## src/rtl/uhp_pkg.sv

```systemverilog
package uhp_pkg;

    localparam int NUM_STAGES = 5;
    localparam int NUM_LANES  = 4;
    localparam int COEF_W     = 24;
    localparam int HI_W       = 6;

    localparam logic signed [24:0] MODQ       = 25'sd8380417;
    localparam logic signed [24:0] ROUND_ADD  = 25'sd127;
    localparam logic signed [14:0] APPROX_MUL = 15'sd11275;
    localparam logic signed [32:0] APPROX_RND = 33'sd8388608;
    localparam logic signed [8:0]  HI_MAX_S   = 9'sd43;
    localparam logic [HI_W-1:0]    HI_MAX     = 6'd43;
    localparam logic [23:0]        GAMMA2X2   = 24'd190464;
    localparam logic signed [25:0] LO_HALF    = 26'sd4190208;
    localparam logic signed [25:0] LO_MODQ    = 26'sd8380417;

    typedef struct packed {
        logic [NUM_STAGES-1:0] en;
    } pipe_ctrl_t;

endpackage

```

## src/rtl/uhp_ctrl.sv

```systemverilog
module uhp_ctrl
    import uhp_pkg::*;
(
    input  logic       clk,
    input  logic       rst_n,
    input  logic       item_valid,
    output logic       item_stall,
    output logic       result_valid,
    input  logic       result_stall,
    output pipe_ctrl_t ctrl
);

    logic [NUM_STAGES-1:0] valid_reg;
    logic [NUM_STAGES-1:0] valid_next;

    // A stage loads when it is empty or when its contents move on.
    always_comb
    begin
        ctrl.en[NUM_STAGES-1] = !valid_reg[NUM_STAGES-1] || !result_stall;
        for (int k = NUM_STAGES - 2; k >= 0; k--)
        begin
            ctrl.en[k] = !valid_reg[k] || ctrl.en[k+1];
        end
    end

    always_comb
    begin
        valid_next = valid_reg;
        if (ctrl.en[0])
        begin
            valid_next[0] = item_valid;
        end
        for (int k = 1; k < NUM_STAGES; k++)
        begin
            if (ctrl.en[k])
            begin
                valid_next[k] = valid_reg[k-1];
            end
        end
    end

    always_ff @(posedge clk or negedge rst_n)
    begin
        if (!rst_n)
        begin
            valid_reg <= '0;
        end
        else
        begin
            valid_reg <= valid_next;
        end
    end

    assign item_stall   = !ctrl.en[0];
    assign result_valid = valid_reg[NUM_STAGES-1];

endmodule

```

## src/rtl/uhp_lane.sv

```systemverilog
module uhp_lane
    import uhp_pkg::*;
(
    input  logic              clk,
    input  pipe_ctrl_t        ctrl,
    input  logic [COEF_W-1:0] coef,
    input  logic              hint,
    output logic [HI_W-1:0]   hi
);

    logic signed [24:0] coef_ext;
    logic signed [24:0] v_next;
    logic signed [24:0] v_rnd;

    logic signed [24:0] v1_reg;
    logic signed [17:0] a_reg;
    logic               h1_reg;

    logic signed [24:0] v2_reg;
    logic signed [32:0] prod_reg;
    logic signed [32:0] prod_next;
    logic               h2_reg;

    logic signed [24:0] v3_reg;
    logic [HI_W-1:0]    hi3_reg;
    logic [HI_W-1:0]    hi3_next;
    logic signed [32:0] sum;
    logic signed [8:0]  hi_raw;
    logic               h3_reg;

    logic [HI_W-1:0]    hi4_reg;
    logic signed [25:0] lo_reg;
    logic signed [25:0] lo_next;
    logic [23:0]        hi_scaled;
    logic               h4_reg;

    logic [HI_W-1:0]    hi5_reg;
    logic [HI_W-1:0]    hi5_next;
    logic               lo_pos;

    always_comb
    begin
        coef_ext = {coef[COEF_W-1], coef};
        v_next   = coef[COEF_W-1] ? coef_ext + MODQ : coef_ext;
        v_rnd    = v_next + ROUND_ADD;
    end

    assign prod_next = 33'(a_reg * APPROX_MUL);

    always_comb
    begin
        sum    = prod_reg + APPROX_RND;
        hi_raw = sum[32:24];
        if (hi_raw[8] || hi_raw > HI_MAX_S)
        begin
            hi3_next = '0;
        end
        else
        begin
            hi3_next = hi_raw[HI_W-1:0];
        end
    end

    always_comb
    begin
        hi_scaled = 24'(hi3_reg) * GAMMA2X2;
        lo_next   = {v3_reg[24], v3_reg} - $signed({2'b00, hi_scaled});
    end

    // The centered low part is positive in the lower half of the range, or
    // above the modulus where the centering subtraction leaves it positive.
    always_comb
    begin
        lo_pos   = (lo_reg > 26'sd0 && lo_reg <= LO_HALF) || lo_reg > LO_MODQ;
        hi5_next = hi4_reg;
        if (h4_reg)
        begin
            if (lo_pos)
            begin
                hi5_next = (hi4_reg == HI_MAX) ? '0 : hi4_reg + 6'd1;
            end
            else
            begin
                hi5_next = (hi4_reg == '0) ? HI_MAX : hi4_reg - 6'd1;
            end
        end
    end

    always_ff @(posedge clk)
    begin
        if (ctrl.en[0])
        begin
            v1_reg <= v_next;
            a_reg  <= v_rnd[24:7];
            h1_reg <= hint;
        end
        if (ctrl.en[1])
        begin
            v2_reg   <= v1_reg;
            prod_reg <= prod_next;
            h2_reg   <= h1_reg;
        end
        if (ctrl.en[2])
        begin
            v3_reg  <= v2_reg;
            hi3_reg <= hi3_next;
            h3_reg  <= h2_reg;
        end
        if (ctrl.en[3])
        begin
            hi4_reg <= hi3_reg;
            lo_reg  <= lo_next;
            h4_reg  <= h3_reg;
        end
        if (ctrl.en[4])
        begin
            hi5_reg <= hi5_next;
        end
    end

    assign hi = hi5_reg;

endmodule

```

## src/rtl/use_hint_high_bits_pack.sv

```systemverilog
// Applies ML-DSA-44 hints to four coefficients per transfer and packs the
// four 6-bit high parts into three bytes. The block is a five-stage pipeline
// that accepts one transfer per cycle while it is not stalled; each result is
// offered once its transfer has passed through every stage, and a stall on the
// result side holds the pipeline while empty stages still fill.
module use_hint_high_bits_pack
    import uhp_pkg::*;
(
    input  logic              clk,
    input  logic              rst_n,
    input  logic              item_valid,
    output logic              item_stall,
    input  logic [COEF_W-1:0] coef0,
    input  logic [COEF_W-1:0] coef1,
    input  logic [COEF_W-1:0] coef2,
    input  logic [COEF_W-1:0] coef3,
    input  logic              hint0,
    input  logic              hint1,
    input  logic              hint2,
    input  logic              hint3,
    output logic              result_valid,
    input  logic              result_stall,
    output logic [7:0]        packed_byte0,
    output logic [7:0]        packed_byte1,
    output logic [7:0]        packed_byte2
);

    pipe_ctrl_t ctrl;
    logic [HI_W-1:0] hi0;
    logic [HI_W-1:0] hi1;
    logic [HI_W-1:0] hi2;
    logic [HI_W-1:0] hi3;

    uhp_ctrl u_ctrl (
        .clk          (clk),
        .rst_n        (rst_n),
        .item_valid   (item_valid),
        .item_stall   (item_stall),
        .result_valid (result_valid),
        .result_stall (result_stall),
        .ctrl         (ctrl)
    );

    uhp_lane u_lane0 (.clk(clk), .ctrl(ctrl), .coef(coef0), .hint(hint0), .hi(hi0));
    uhp_lane u_lane1 (.clk(clk), .ctrl(ctrl), .coef(coef1), .hint(hint1), .hi(hi1));
    uhp_lane u_lane2 (.clk(clk), .ctrl(ctrl), .coef(coef2), .hint(hint2), .hi(hi2));
    uhp_lane u_lane3 (.clk(clk), .ctrl(ctrl), .coef(coef3), .hint(hint3), .hi(hi3));

    assign packed_byte0 = {hi1[1:0], hi0};
    assign packed_byte1 = {hi2[3:0], hi1[5:2]};
    assign packed_byte2 = {hi3, hi2[5:4]};

endmodule
```

## config.mk

```make
export PLATFORM = sky130hd
export DESIGN_NAME = use_hint_high_bits_pack
export DESIGN_NICKNAME = d
export VERILOG_FILES = /design/src/rtl/uhp_pkg.sv /design/src/rtl/uhp_ctrl.sv /design/src/rtl/uhp_lane.sv /design/src/rtl/use_hint_high_bits_pack.sv
export SDC_FILE = /design/constraint.sdc
export NUM_CORES = 2
export LEC_CHECK = 0
export BUFFER_PORTS_ARGS = -buffer_cell sky130_fd_sc_hd__buf_2
export CORE_MARGIN = 4
export CORE_UTILIZATION = 24
export CTS_CLUSTER_DIAMETER = 80
export DETAILED_ROUTE_END_ITERATION = 6
export HOLD_SLACK_MARGIN = 0.12
export PLACE_DENSITY = 0.49
export SETUP_SLACK_MARGIN = 0.3
export SYNTH_ARGS = -nofsm -noshare
export SYNTH_HDL_FRONTEND = slang
export SYNTH_HIERARCHICAL = 1
export SYNTH_SLANG_ARGS = --single-unit
```

## constraint.sdc

```tcl
create_clock -name clk -period 7.8 [get_ports clk]
set_input_delay 0 -clock clk [delete_from_list [all_inputs] [get_ports clk]]
set_output_delay 0 -clock clk [all_outputs]
set_load 0.02 [all_outputs]
```

After elaboration in Yosys (flattened, before gate mapping)
Cells that the tools add are included.
Storage, ports and cells
  input port bits: 104
  logic and storage cells: 157
  flip-flop bits (word level): 701
Operators by class
  reduce and logical (&&, ||, !) cells: 28
  $add $sub $neg: 24
  multiply operators: 8
  mux-type cells: 20
  equal/unequal tests: 4
  order comparisons: 16
Operators by type and width (count)
  $add 33x25->33 const B: 4
  $mul 18x15->33 const B: 4
  $gt 26x1->1 const B: 4
  $gt 26x24->1 const B: 4
  $le 26x23->1 const B: 4
  $sub 25x25->26: 4
  $add 24x24->25 const B: 4
  $add 25x8->25 const B: 4
  $mux 25: 4
  $mux 6: 16
  $mul 6x7->13 const B: 4
  $gt 9x7->1 const B: 4
  $add 6x1->6 const B: 4
  $eq 6x6->1 const B: 4
  $logic_not 6->1: 4
  $sub 6x1->6 const B: 4
  $logic_or 1x1->1: 13
  $logic_not 1->1: 7
  $logic_and 1x1->1: 4

Longest topological paths before layout
  depth in word-level cells: 7
  gate-level depth with buffers: 23
  depth with buffers taken out: 23

Hierarchy
The synthesis kept the hierarchy.
Modules (own cells, without submodules)
  uhp_lane at u_lane0: instances 1, seq. area each 4534.3 µm², area each 11300.8 µm², cells an instance 996
  uhp_lane at u_lane3: instances 1, seq. area each 4534.3 µm², area each 11183.2 µm², cells an instance 988
  uhp_lane at u_lane2: instances 1, seq. area each 4534.3 µm², area each 11175.7 µm², cells an instance 980
  uhp_lane at u_lane1: instances 1, seq. area each 4534.3 µm², area each 11106.9 µm², cells an instance 978
  uhp_ctrl: instances 1, seq. area each 125.1 µm², area each 210.2 µm², cells an instance 18

Worst setup path before layout
OpenSTA, ideal clock, no wires.
  path kind: register -> register
  start point: register u_ctrl.valid_reg[4]
  end point: register u_lane0.a_reg[0] (enable)
  clock period less this slack: 6580 ps
  library setup time: 1870 ps
  stages on the path, launching flop included: 4
  setup slack: 1220 ps
  path buffers: 1
  arrival time: 4709 ps
  path through: dfrtp_1 and4_4 buf_6 nand3_1
RTL lines
  from (decl): line uhp_ctrl.sv:13  | logic [NUM_STAGES-1:0] valid_reg;
  from (signal assigned): line uhp_ctrl.sv:50  | valid_reg <= valid_next;
  to (signal assigned): line uhp_lane.sv:94  | a_reg <= v_rnd[24:7];
  to (decl): line uhp_lane.sv:16  | logic signed [17:0] a_reg;

Worst setup path in the final report
  start point: register u_lane1.a_reg[17]
  end point: register u_lane1.prod_reg[29] (data pin)
Between the ends
  word-level cells in the longest chain between the ends: 1
Ends and longest elaborated chain
  from (decl): line uhp_lane.sv:16
  from (signal assigned): line uhp_lane.sv:94
  $mul 18x15->33: line uhp_lane.sv:48  | assign prod_next = 33'(a_reg * APPROX_MUL);
  via u_lane1.prod_next[29]: line uhp_lane.sv:21  | logic signed [32:0] prod_next;
  to (signal assigned): line uhp_lane.sv:100  | prod_reg <= prod_next;
  to (decl): line uhp_lane.sv:20  | logic signed [32:0] prod_reg;
The timed path passes the listed nets, and every way through them passes these cells.
A chain may end at the register's enable or synchronous reset.

==> metrics.md <==
| Metric | Value |
|---|---|
| Critical path required time | 8.21 ns |
| Initial antenna violation count | 14 |
| Worst-Margin Slew | 1.19 ns |
| Arr. time, crit path | 6.39 ns |
| Relative slew slack | 20.9% |
| Final instance area | 0.0531 mm² |
| Max Freq | 167 MHz |
| Syn-to-layout area delta | 18.0% |
| Family with the most delay on the worst path | adder cells |
| First-pass GRT wire length | 156 mm |
| Ys flop type | edfxtp_1 |
| DIE AREA | 0.194 mm² |
| CORE AREA | 0.186 mm² |
| Seq/Total Area, Yosys | 40.6% |
| Die X | 441 µm |
| DR iter-0 viols | 1106 |
| Placement Cell Area | 0.0486 mm² |
| Detailed placement HPWL | 74.0 mm |
| Clock buffer depth | 3 |
| DIE HEIGHT | 441 µm |
| CTS HTree Levels | 3 |
| Nets | 5296 |
| Vias | 28073 |
| Cell Area, Synth | 0.0450 mm² |
| Starting Density | 24.2% |
| Via density | 4.09 |
| Type of origin of the critical path | flop |
| Clk Latency, worst-skew pair | 0.66 ns |
| Post-Syn Instances | 3960 |
| CP endpoint | u_lane1/prod_reg[29] |
| Setup bufs post-CTS | 0 |
| Final Hold Vio Count | 0 |
| Synth Warn # | 6 |
| Cell mode on critical path | inv_1 |
| CTS tree | built |
| CP Capture Type | flop |
| Sink Count | 609 |
| Fin crit share | 76.7% |
| Critical Path Fanout Max | 14 |
| Worst path cell trace | ha_1 > inv_1 > ha_1 > ha_1 > inv_1 > fa_1 > inv_1 > fa_1 > inv_1 > fa_1 > inv_1 > ha_1 > a21oi_1 > a21oi_1 > a311o_1 > a21oi_1 > o31a_1 > o21ai_1 > or2_2 > a221oi_1 > xnor2_1 |
| Seq cells post-synth | 609 |
| RSZ-0062 raised after global routing | no |
| Antenna viol nets, final | 0 |
| Status | completed |
| CTS clock-pin slew for the worst setup and hold paths | 0.06 ns |
| Flop2flop setup slack | 1.82 ns |
| Overflow after GRT | 0 |
| Routed len/inst | 13.8 µm |
| Total Wirelength | 94.8 mm |
| Async set-reset flop share out of synthesis | 0.821% |
| IO Port Bufs | 129 |
| Gpl congestion | 0.824 |
| Fin. max-slew vios | 0 |
| Mapped Nets | 4936 |
| Tot GR Track Use | 9.97% |
| Fraction of layout cells with a size suffix above 1 | 7.65% |
| WS Path Type | flop to flop |
| Worst r2r dst | u_lane1/prod_reg[29] |
| Worst min path class | input pin to asynchronous set/reset pin |
| TritonRoute pass-1 iters | 5 |
| Clock Skew | 0.0599 ns |
| Netlist cell types | 103 |
| Post-route minimum period | 5.98 ns |
| Buf/Inv on CP | 5 |
| Count of final setup violators | 0 |
| Clock root buffer | clkbuf_16 |
| Crit path launch | u_lane1/a_reg[17] |
| Worst reg2reg path depth | 21 |
| TritonCTS Buffers | 76 |
| Max incr delay on CP | 0.72 ns |
| Number of global-route vias before repair | 29632 |
| WP depth | 21 |
| Final setup TNS | 0 ns |
| # rows | 158 |
| Largest net degree at the start of global routing | 145 |
| EDFF count, synth | 604 |
| Syn Area/Cell | 11.4 µm² |
| Slowest-stage cell, CP | edfxtp_1 |
| # IOs | 130 |
| RR Startpoint | u_lane1/a_reg[17] |
| Max cap viols | 0 |
| DR DRC count | 0 |
-- worst reg2reg max path, cell delays in order (launching register included) --
cell	delay, ns
edfxtp_1	0.72
ha_1	0.48
inv_1	0.05
ha_1	0.21
ha_1	0.29
inv_1	0.05
fa_1	0.47
inv_1	0.06
fa_1	0.53
inv_1	0.06
fa_1	0.53
inv_1	0.04
ha_1	0.31
a21oi_1	0.16
a21oi_1	0.09
a311o_1	0.36
a21oi_1	0.15
o31a_1	0.23
o21ai_1	0.16
or2_2	0.34
a221oi_1	0.33
xnor2_1	0.10
-- logic make-up (layout without fill, tap and decap cells) --
family / count (synthesis) / count (layout) / synth area share, %
buffers and inverters: 949 / 1369 / 8.12
adder cells (fa/ha/maj): 872 / 872 / 29.3
AND/OR/NAND/NOR: 769 / 769 / 9.34
flip-flops: 609 / 609 / 40.6
AO/OA/AOI/OAI: 472 / 472 / 6.85
XOR/XNOR: 280 / 280 / 5.54
multiplexers: 9 / 9 / 0.214
other: 0 / 8 / 0
-- Yosys cell counts, drive strengths merged (6+ instances only) --
master  count  area [µm²]
o211ai     23         178
and3       32         211
o21a       19         143
and2       19         120
nand2b     35         219
nor2b      33         206
a211oi     17         128
or4        12        97.6
xnor2     165        1450
xor2      115        1040
inv       903        3390
a21boi     13        97.6
and4        6        57.6
edfxtp    604       18100
nand3      77         418
a31o       11        96.3
a31oi      27         169
a21oi     119         596
a21o       29         218
fa        304        6090
nor3       74         375
buf        24         180
nor2      187         702
nor3b      12        95.1
or2        14        87.6
clkbuf     21        78.8
o311ai     11        96.4
nor4       54         447
o21ai     111         559
nand2     128         480
nand4      43         327
or3        15         100
ha        568        7110
o21bai     10        75.1
nand3b     10        75.1
o31ai      13         103
nor4b       7        82.6
-- layer usage --
layer | GRT usage, % | routed length, µm | part of all wire, %
met5 | 0 | 0 | 0
met4 | 3.03 | 2270 | 2.4
met3 | 1.43 | 2440 | 2.6
met2 | 17.7 | 47100 | 50
met1 | 12.5 | 43000 | 45
-- timing repair --
item	4_1_cts	5_1_grt
endpoints found under the hold margin	193	0
setup endpoints to repair	0	0
hold buffers	189	0
resized for setup	0	0
-- cells in the final DEF, fill, tap and decap left out, drive strengths merged, types with 43 or more instances in the layout --
cell type    count
nand3           77
xor2           115
edfxtp         604
nand4           43
nor4            54
fa             304
dlygate4sd3    189
xnor2          165
nor2           187
nor3            74
o21ai          111
clkbuf          88
inv            913
buf            138
a21oi          119
nand2          128
ha             568
-- worst min path at each step --
| stage | to | slack, ns | cells after the start |
|---|---|---|---|
| after floorplan | u_ctrl/valid_reg[0] | -0.30 | 0 |
| after global placement | u_ctrl/valid_reg[4] | -0.18 | 1 |
| after detailed placement | u_ctrl/valid_reg[4] | -0.18 | 1 |
| after CTS | u_ctrl/valid_reg[4] | 0.19 | 3 |
| after global routing | u_ctrl/valid_reg[3] | 0.26 | 3 |
| final | u_ctrl/valid_reg[0] | 0.25 | 3 |
-- metrics by stage --
stage | util, % | hold slack, ns | cells | setup slack (ns)
floorplan | - | -0.296 | 3960 | 1.22
global placement | 26.1 | -0.183 | 6533 | 1.79
detailed placement | 26.1 | -0.180 | 6533 | 1.74
CTS | 28.6 | 0.187 | 6860 | 1.72
global route | 28.6 | 0.258 | 6868 | 1.30
finish | 28.6 | 0.248 | 6868 | 1.82
-- cell type report --
class	instances	area, µm²
Timing Repair Buffer	327	2620
Inverter	904	3400
Tap cell	2480	3100
Sequential cell	609	18300
Clock buffer	88	1970
Multi-Input combinational cell	2402	23100
Clock inverter	50	609
Fill cell	19337	133000
Antenna cell	8	20.0
Power is left out: the tool's default activity adds up to more than one toggle a clock period on the data nets, which glitch-free logic cannot reach.
